--- src/rtl/ukf_pkg.sv ---
// Shared types and constants for the unique-key queue.
package ukf_pkg;

    // Default queue depth
    localparam int DEPTH_DEF = 16;

    // Payload widths
    localparam int KEY_W  = 32;
    localparam int DATA_W = 32;
    localparam int WORD_W = KEY_W + DATA_W;
    localparam int OCC_W  = 5;
    localparam int STAT_W = 3;

    // Operation codes
    localparam logic MODE_ENQ = 1'b0;
    localparam logic MODE_DEQ = 1'b1;

    // Result status codes
    typedef enum logic [STAT_W-1:0] {
        ST_ENQ   = 3'd0,
        ST_DUP   = 3'd1,
        ST_FULL  = 3'd2,
        ST_DEQ   = 3'd3,
        ST_UNDER = 3'd4
    } t_status;

    // Controller states
    typedef enum logic [1:0] {
        S_IDLE,
        S_SCAN,
        S_DEQ
    } t_state;

endpackage

--- src/rtl/ukf_kv_ram.sv ---
// Key and data storage: one write port, one read port, registered read data.
module ukf_kv_ram #(
    parameter int DEPTH = ukf_pkg::DEPTH_DEF
) (
    input  logic                       i_clk,
    input  logic                       i_we,
    input  logic [$clog2(DEPTH)-1:0]   i_waddr,
    input  logic [ukf_pkg::WORD_W-1:0] i_wdata,
    input  logic [$clog2(DEPTH)-1:0]   i_raddr,
    output logic [ukf_pkg::WORD_W-1:0] o_rdata
);
    import ukf_pkg::*;

    logic [WORD_W-1:0] r_mem [DEPTH];

    // Write the word at the tail
    always_ff @(posedge i_clk) begin
        if (i_we) begin
            r_mem[i_waddr] <= i_wdata;
        end
    end

    // Read one word per cycle
    always_ff @(posedge i_clk) begin
        o_rdata <= r_mem[i_raddr];
    end

endmodule

--- src/rtl/unique_key_fifo.sv ---
// Unique-key queue: first-in first-out store of key and data pairs without duplicate keys.
//
// An item is taken when start is high and busy is low. A dequeue from an empty queue and an
// enqueue into an empty queue decide in the accept cycle; a dequeue of a stored pair decides
// in S_DEQ. An enqueue into a non-empty queue reads the stored keys from the single-read-port
// memory, one key per cycle from the head, and decides at the first duplicate or last key. Each
// item gives exactly one result, shown on the o_ result ports for one cycle with o_valid high,
// in the cycle after the decision; busy is already low in that cycle. The receiver cannot stall,
// so results must be taken as they appear. Memory contents need no clearing after reset.
module unique_key_fifo #(
    parameter int DEPTH = ukf_pkg::DEPTH_DEF
) (
    input  logic                              i_clk,
    input  logic                              i_rst_n,
    input  logic                              start,
    output logic                              busy,
    input  logic                              i_mode,
    input  logic signed [ukf_pkg::KEY_W-1:0]  i_in_key,
    input  logic signed [ukf_pkg::DATA_W-1:0] i_in_data,
    output logic                              o_valid,
    output logic [ukf_pkg::STAT_W-1:0]        o_status,
    output logic signed [ukf_pkg::KEY_W-1:0]  o_out_key,
    output logic signed [ukf_pkg::DATA_W-1:0] o_out_data,
    output logic [ukf_pkg::OCC_W-1:0]         o_occupancy
);
    import ukf_pkg::*;

    localparam int AW = $clog2(DEPTH);
    localparam int CW = $clog2(DEPTH + 1);

    // Control state
    t_state           r_state, n_state;
    logic [AW-1:0]    r_head, n_head;
    logic [AW-1:0]    r_tail, n_tail;
    logic [CW-1:0]    r_count, n_count;
    logic [AW-1:0]    r_rd_ptr, n_rd_ptr;
    logic [CW-1:0]    r_rd_cnt, n_rd_cnt;
    logic             r_valid, n_valid;

    // Payload registers
    logic [KEY_W-1:0]  r_key, n_key;
    logic [DATA_W-1:0] r_data, n_data;
    t_status           r_status, n_status;
    logic [KEY_W-1:0]  r_out_key, n_out_key;
    logic [DATA_W-1:0] r_out_data, n_out_data;
    logic [OCC_W-1:0]  r_occ;

    // Memory port signals
    logic              ram_we;
    logic [AW-1:0]     ram_waddr;
    logic [WORD_W-1:0] ram_wdata;
    logic [AW-1:0]     ram_raddr;
    logic [WORD_W-1:0] ram_rdata;
    logic [KEY_W-1:0]  rd_key;
    logic [DATA_W-1:0] rd_data;

    function automatic logic [AW-1:0] ring_next(input logic [AW-1:0] p);
        ring_next = (p == AW'(DEPTH - 1)) ? '0 : p + AW'(1);
    endfunction

    ukf_kv_ram #(
        .DEPTH (DEPTH)
    ) u_ram (
        .i_clk   (i_clk),
        .i_we    (ram_we),
        .i_waddr (ram_waddr),
        .i_wdata (ram_wdata),
        .i_raddr (ram_raddr),
        .o_rdata (ram_rdata)
    );

    assign rd_key  = ram_rdata[WORD_W-1 -: KEY_W];
    assign rd_data = ram_rdata[DATA_W-1:0];

    // Decide the next state, drive the memory and build the result word
    always_comb begin
        n_state    = r_state;
        n_head     = r_head;
        n_tail     = r_tail;
        n_count    = r_count;
        n_rd_ptr   = r_rd_ptr;
        n_rd_cnt   = r_rd_cnt;
        n_key      = r_key;
        n_data     = r_data;
        n_valid    = 1'b0;
        n_status   = r_status;
        n_out_key  = '0;
        n_out_data = '0;
        ram_we     = 1'b0;
        ram_waddr  = r_tail;
        ram_wdata  = {r_key, r_data};
        ram_raddr  = r_head;
        unique case (r_state)
            S_IDLE: begin
                if (start) begin
                    n_key  = i_in_key;
                    n_data = i_in_data;
                    if (i_mode == MODE_DEQ) begin
                        if (r_count == '0) begin
                            n_valid  = 1'b1;
                            n_status = ST_UNDER;
                        end else begin
                            n_state = S_DEQ;
                        end
                    end else if (r_count == '0) begin
                        ram_we    = 1'b1;
                        ram_wdata = {i_in_key, i_in_data};
                        n_tail    = ring_next(r_tail);
                        n_count   = r_count + CW'(1);
                        n_valid   = 1'b1;
                        n_status  = ST_ENQ;
                    end else begin
                        // Head key is being read now; continue from the next entry
                        n_state  = S_SCAN;
                        n_rd_ptr = ring_next(r_head);
                        n_rd_cnt = CW'(1);
                    end
                end
            end
            S_SCAN: begin
                ram_raddr = r_rd_ptr;
                if (rd_key == r_key) begin
                    n_valid  = 1'b1;
                    n_status = ST_DUP;
                    n_state  = S_IDLE;
                end else if (r_rd_cnt == r_count) begin
                    n_valid = 1'b1;
                    n_state = S_IDLE;
                    if (r_count == CW'(DEPTH)) begin
                        n_status = ST_FULL;
                    end else begin
                        ram_we   = 1'b1;
                        n_tail   = ring_next(r_tail);
                        n_count  = r_count + CW'(1);
                        n_status = ST_ENQ;
                    end
                end else begin
                    n_rd_ptr = ring_next(r_rd_ptr);
                    n_rd_cnt = r_rd_cnt + CW'(1);
                end
            end
            S_DEQ: begin
                n_valid    = 1'b1;
                n_status   = ST_DEQ;
                n_out_key  = rd_key;
                n_out_data = rd_data;
                n_head     = ring_next(r_head);
                n_count    = r_count - CW'(1);
                n_state    = S_IDLE;
            end
            default: begin
                n_state = S_IDLE;
            end
        endcase
    end

    // Hold control state
    always_ff @(posedge i_clk) begin
        if (!i_rst_n) begin
            r_state  <= S_IDLE;
            r_head   <= '0;
            r_tail   <= '0;
            r_count  <= '0;
            r_rd_ptr <= '0;
            r_rd_cnt <= '0;
            r_valid  <= 1'b0;
        end else begin
            r_state  <= n_state;
            r_head   <= n_head;
            r_tail   <= n_tail;
            r_count  <= n_count;
            r_rd_ptr <= n_rd_ptr;
            r_rd_cnt <= n_rd_cnt;
            r_valid  <= n_valid;
        end
    end

    // Hold the latched item and the result word
    always_ff @(posedge i_clk) begin
        r_key      <= n_key;
        r_data     <= n_data;
        r_status   <= n_status;
        r_out_key  <= n_out_key;
        r_out_data <= n_out_data;
        r_occ      <= OCC_W'(n_count);
    end

    assign busy        = (r_state != S_IDLE);
    assign o_valid     = r_valid;
    assign o_status    = r_status;
    assign o_out_key   = r_out_key;
    assign o_out_data  = r_out_data;
    assign o_occupancy = r_occ;

    // Occupancy never passes the depth
    a_count_bound: assert property (@(posedge i_clk) disable iff (!i_rst_n)
        r_count <= CW'(DEPTH))
        else $error("entry count above depth");

    // A result only appears once the controller is back in idle
    a_valid_idle: assert property (@(posedge i_clk) disable iff (!i_rst_n)
        o_valid |-> !busy)
        else $error("result shown while busy");

    // An accepted enqueue into an empty queue gives an enqueued word next cycle
    a_enq_empty: assert property (@(posedge i_clk) disable iff (!i_rst_n)
        (start && !busy && i_mode == MODE_ENQ && r_count == '0)
            |=> (o_valid && o_status == ST_ENQ && r_count == CW'(1)))
        else $error("enqueue into empty queue lost");

    // The scan never issues more reads than there are stored entries
    a_scan_bound: assert property (@(posedge i_clk) disable iff (!i_rst_n)
        (r_state == S_SCAN) |-> (r_rd_cnt <= r_count && r_count != '0))
        else $error("key scan overran the queue");

endmodule

--- config.mk ---
export PLATFORM = sky130hd
export DESIGN_NAME = unique_key_fifo
export DESIGN_NICKNAME = d
export VERILOG_FILES = /design/src/rtl/ukf_pkg.sv /design/src/rtl/ukf_kv_ram.sv /design/src/rtl/unique_key_fifo.sv
export SDC_FILE = /design/constraint.sdc
export NUM_CORES = 1
export LEC_CHECK = 0
export BUFFER_PORTS_ARGS = -buffer_cell sky130_fd_sc_hd__clkbuf_2
export CORE_ASPECT_RATIO = 1.5
export CORE_MARGIN = 2
export CORE_UTILIZATION = 56
export CTS_CLUSTER_SIZE = 16
export DETAILED_ROUTE_END_ITERATION = 12
export PLACE_DENSITY = 0.74
export SYNTH_ARGS = -nofsm -noshare
export SYNTH_HDL_FRONTEND = slang
export SYNTH_SLANG_ARGS = --single-unit
--- constraint.sdc ---
create_clock -name i_clk -period 6.3 [get_ports i_clk]
set_clock_uncertainty 0.05 [all_clocks]
set_input_delay 1.26 -clock i_clk [delete_from_list [all_inputs] [get_ports i_clk]]
set_output_delay 1.26 -clock i_clk [all_outputs]
set_load 0.01 [all_outputs]
==> impl_metrics.ini, run 1 <==
[run_status]
status = finished, final reports clean

[routing]
vias = 23409
vias_per_cell = 6.27
drt-initial-drc-count = 2615
wire_per_inst_um = 28.3
drc_errors = 0
drt-total-wl_mm = 106
firstDrtPassIters = 5
drtAntennaViolNets = 0

[global_route]
track_usage_pct = 24.9
grt_max_degree = 158
grt_pass1_wl_mm = 156
antenna_found_initial = 2
grt_pass1_vias = 23898
grt_remaining_overflow = 0

[place]
io_buffers = 141
hpwl_mm = 56.0
placed_cell_area_um2 = 49200
dp_cells = 3533
dp_worst_setup_slack_ns = 2.05
finalWeightedCongestion = 0.876

[timing]
tns_ns = 0
fin_crit_sh_pct = 62.6
rsz0062_at_grt = false
holdWs_ns = 0.383
finalHoldViolCount = 0
max_freq_mhz = 253
fin_crit_ns = 3.95
setup_violations = 0
finalWorstSetupSlack_ns = 2.35
worst_slew_pin_slew_ns = 1.16
max-slew-margin-rel_pct = 21.3
slew_viol_final = 0

[floorplan]
start_util_pct = 56.3
dieWidth_um = 241
coreArea_um2 = 83600
row_count = 130
die_area_um2 = 86500
die_h_um = 359
ios = 142

[yosys]
yosys_warnings = 0
ys_async_sr_fraction_pct = 0
synth_area_per_cell_um2 = 20.1
yosysSeqAreaShare_pct = 76.3
ys.flop_type = edfxtp_1
syn-instance-count = 2347
syn_nets = 2429
yosys.cell_types.count = 59
ys_seq_elements = 1249
netlist_area_um2 = 47100
synth_edf_count = 1091

[clock_network]
clk_latency_ns = 0.70
ctsHoldBuffers = 0
cts_tree = built
cts_max_level = 3
clockBufferDepth = 3
cts_resized = 0
root_buffer = clkbuf_16
cts_sinks = 1249
post_cts_buffers = 0
cts-buffers-inserted = 107
cts.clk_slew.worst_paths_ns = 0.07

[min_path]
hold_path.class = register to register

[power_and_ir_drop]
ir_drop_mv = 0.270
power_density_nw_per_um2 = 401
leakage_nw = 17.7
p_total_mw = 21.1

[cells_and_area]
layout.nets = 2602
layout_commonest_cell = edfxtp_1
multiInputGateArea_um2 = 10600
area_delta_synth_final_pct = 12.0
register_area_um2 = 35900
nFillCells = 5649
instances_no_fill = 3736
final_util_pct = 63.1
design_area_um2 = 52800
final_cell_mix = edfxtp_1 (1091), mux4_2 (256), dfxtp_1 (158), nand2_1 (157), clkbuf_2 (141)
drive_gt1_share_pct = 26.8

[worst_setup_path]
cpMaxStageDelayCell = nor4_1
worstPathArrival_ns = 4.33
cp-end-kind = register
critical_path_buf_inv_count = 1
max_stage_delay_ns = 0.75
crit_required_ns = 6.69
critPathKind = register to register
startpoint_type = register
path_cells = xor2_1 > nor4_1 > nand4_1 > o211a_1 > or2_4 > and3_4 > buf_4
cp_top_family = simple AND/OR/NAND/NOR gates
cp_max_fo = 46

[run]
maxCapViolations = 0
## cells in the mapped netlist, drive strengths merged (3+ instances only)
cell type / number / area, µm²
o32ai: 3 / 26.3
nor4: 8 / 50.1
clkbuf: 52 / 195
nand3: 10 / 50.1
mux4: 256 / 5770
o211ai: 3 / 22.5
xnor2: 6 / 52.6
buf: 73 / 487
a31oi: 70 / 438
and2: 132 / 826
nand2: 157 / 589
and3: 19 / 119
xor2: 34 / 298
inv: 15 / 56.3
o211a: 3 / 30.0
o21ai: 11 / 55.1
ha: 14 / 175
edfxtp: 1091 / 32800
dfxtp: 158 / 3160
mux2i: 15 / 163
nand4: 8 / 50.1
a211oi: 66 / 495
nand2b: 6 / 37.5
nor2: 18 / 70.1
nor2b: 4 / 25.0
nor3: 5 / 25.0
mux2: 66 / 743
a21oi: 12 / 60.1
## metal layers
metal	up-vias	share of wire (%)	GRT usage (%)
met4	2	2.3	6.68
met2	1149	51	41.4
met3	162	7.6	4.21
met5	-	0.012	0
li1	9801	-	-
met1	12295	39	34.3
## kinds of logic after synthesis
group	synth area share, %
adder cells (fa/ha/maj)	0.372
XOR/XNOR	0.744
multiplexers	14.2
flip-flops	76.3
AND/OR/NAND/NOR	4.09
buffers and inverters	1.57
AO/OA/AOI/OAI	2.79
## worst paths after layout
check / start / endpoint / slack, ns / cells after the start
max reg2reg: r_key[29]$_DFFE_PP_ / u_ram.r_mem[12][41]$_DFFE_PP_ / 2.35 / 7
min: u_ram.o_rdata[27]$_DFF_P_ / o_out_data[27]$_SDFF_PN0_ / 0.38 / 1
min reg2reg: u_ram.o_rdata[27]$_DFF_P_ / o_out_data[27]$_SDFF_PN0_ / 0.38 / 1
max: r_key[29]$_DFFE_PP_ / u_ram.r_mem[12][41]$_DFFE_PP_ / 2.35 / 7
## where the power goes
part           internal [mW]  leakage [nW]  switching (mW)
clock network           3.78          1.75            2.89
logic                   1.59          4.77            2.45
registers               10.2          11.2           0.275
total                   15.5          17.7            5.62
## registers in the layout (all words and copies together) (netlist names)
register       cells
r_tail             4
o_out_key         32
o_valid            1
r_key             32
r_rd_cnt           5
o_out_data        32
r_rd_ptr           4
u_ram.r_mem     1024
r_data            32
r_head             4
r_count            5
o_occupancy        5
o_status           3
u_ram.o_rdata     64
r_state            2
## cell type report
type / count / share of cell area (%)
antenna: 1 / 0.00474
inverter: 15 / 0.109
multi-input combinational: 958 / 20.0
clock buffer: 142 / 5.57
tap: 1122 / 2.66
clock inverter: 60 / 1.18
timing repair buffer: 189 / 2.35
sequential: 1249 / 68.1
Power figures use the tool's default switching activity.
==> run 2, diff against run 1 <==
PLACE_DENSITY = 0.77   (was 0.74)
clock period = 3.35 ns   (was 6.3 ns; I/O delays follow)
==> run 2 against run 1 <==
  * Register-to-register slack worse by 2.2 ns
  * Via count is 2.1% higher
  * Critical path depth unchanged
  * Power grew 92%
  * Sequential share of layout area is 1.1 points lower
  * Die area did not move
  * Largest cell class unchanged
  * Cell count up 1.6%
  * Sequential power up 89%
  * Fmax grew 22%
  * Combinational power is 110% higher
==> impl_metrics.ini, run 2 (same netlist as run 1, synthesis figures left out) <==
[run_status]
status = finished, final reports clean

[timing]
fin_crit_ns = 3.22
slew_viol_final = 0
finalHoldViolCount = 0
worst_slew_pin_slew_ns = 1.20
fin_crit_sh_pct = 96.2
tns_ns = 0
rsz0062_at_grt = false
max-slew-margin-rel_pct = 19.9
setup_violations = 0
holdWs_ns = 0.0934
max_freq_mhz = 310

[clock_network]
clk_latency_ns = 0.72
cts_tree = built
cts_sinks = 1249
root_buffer = clkbuf_16
cts_max_level = 3
cts-buffers-inserted = 107
clockBufferDepth = 3
cts.clk_slew.worst_paths_ns = 0.07

[place]
hpwl_mm = 65.0
finalWeightedCongestion = 0.847
dp_cells = 3594
io_buffers = 141

[global_route]
grt_max_degree = 68
grt_pass1_wl_mm = 161
antenna_found_initial = 4
grt_pass1_vias = 24646
met3_usage_pct = 3.72
busiest_layer = met2
use_met1_pct = 32.7
grt_remaining_overflow = 0
globalRouteMet2Util_pct = 44.3
track_usage_pct = 25.7

[cells_and_area]
instances_no_fill = 3795
diodes = 0
layout.nets = 2663
layout_commonest_cell = edfxtp_1
final_cell_mix = edfxtp_1 (1091), mux4_2 (256), dfxtp_1 (158), nand2_1 (157), clkbuf_2 (141)
top_register = u_ram.r_mem
drive_gt1_share_pct = 28.7
area_delta_synth_final_pct = 13.8
top_regs = u_ram.r_mem: 1024 flops, u_ram.o_rdata: 64 flops
largest_register_ff_count = 1024

[power_and_ir_drop]
power_density_nw_per_um2 = 757
p_total_mw = 40.6
leakage_nw = 18.1
p_seq_share_pct = 48.5
comb_power_share_pct = 20.4
ir_drop_mv = 0.637
intPower_mw = 29.4
power_frac_clock_pct = 31.1
p_switching_mw = 11.2
p_sw_share_pct = 27.6

[worst_setup_path]
worstPathArrival_ns = 3.48
critical_path_buf_inv_count = 1
max_stage_delay_ns = 1.00
startpoint_type = register
cpMaxStageDelayCell = and3_4
cp-end-kind = register
critPathKind = register to register
cp_max_fo = 64
cp_top_family = simple AND/OR/NAND/NOR gates
path_cells = xor2_1 > buf_4 > nor4_1 > nand4_1 > o211a_1 > or2_4 > and3_4
crit_required_ns = 3.61

[routing]
drt-total-wl_mm = 109
wire_per_inst_um = 28.8
drt-initial-drc-count = 2644
drtAntennaViolNets = 0
vias_per_cell = 6.30
vias = 23891
drc_errors = 0
firstDrtPassIters = 6

[floorplan]
start_util_pct = 56.3
dieWidth_um = 241
die_area_um2 = 86500
die_h_um = 359
row_count = 130
coreArea_um2 = 83600
ios = 142

[run]
maxCapViolations = 0

[min_path]
hold_path.class = input pin to register
[run 2: area by class of cell]
cell class / instances / area [µm²]
flip-flops and latches: 1249 / 35900
fillers: 5414 / 30000
multi-input cells: 958 / 10600
clock buffers: 150 / 3080
repair buffers: 250 / 2010
well taps: 1122 / 1400
clock inverters: 51 / 551
inverters: 15 / 60.1
[run 2: worst reg2reg max path: cells and delay by family, from the launching register on]
kind                   cells  cell delay (ns)
AO/OA/AOI/OAI              1             0.23
XOR/XNOR                   1             0.44
buffers and inverters      1             0.21
flip-flops                 1             0.40
AND/OR/NAND/NOR            4             1.44
[run 2: path summary, 6_finish.rpt]
| check | startpoint | end | slack, ns | cells after the start |
|---|---|---|---|---|
| max | r_key[6]$_DFFE_PP_ | u_ram.r_mem[0][25]$_DFFE_PP_ | 0.13 | 7 |
| min | i_in_key[18] | r_key[18]$_DFFE_PP_ | 0.09 | 1 |
| max reg2reg | r_key[6]$_DFFE_PP_ | u_ram.r_mem[0][25]$_DFFE_PP_ | 0.13 | 7 |
| min reg2reg | u_ram.o_rdata[29]$_DFF_P_ | o_out_data[29]$_SDFF_PN0_ | 0.38 | 1 |
[run 2: power by group through the flow]
| stage | registers, mW | logic, mW | clock network [mW] |
|---|---|---|---|
| 3_5_place_dp | 20.0 | 8.23 | 0 |
| 3_3_place_gp | 19.9 | 8.00 | 0 |
| 6_report | 19.7 | 8.29 | 12.6 |
| 5_1_grt | 19.8 | 8.82 | 13.3 |
| 4_1_cts | 19.7 | 8.30 | 12.8 |
| 2_1_floorplan | 19.8 | 5.30 | 0 |
[run 2: routing by layer]
metal / routed length, µm / vias up
li1: - / 9920
met3: 8020 / 211
met5: 25 / -
met1: 39600 / 12453
met2: 57200 / 1301
met4: 4350 / 6
[run 2: what timing repair did]
action | CTS | global route
hold buffers | 0 | 0
endpoints found under the setup margin | 0 | 183
gates resized for setup | 0 | 2
buffers inserted | 0 | 0
[run 2: stage by stage]
step,setup slack [ns],util (%),cell area (µm²)
6_report,0.128,64.1,53600
5_1_grt,0.0157,64.1,53600
4_1_cts,0.0113,64.1,53600
3_5_place_dp,0.0589,59.8,50000
3_3_place_gp,0.138,59.8,50000
2_1_floorplan,-0.170,-,47100
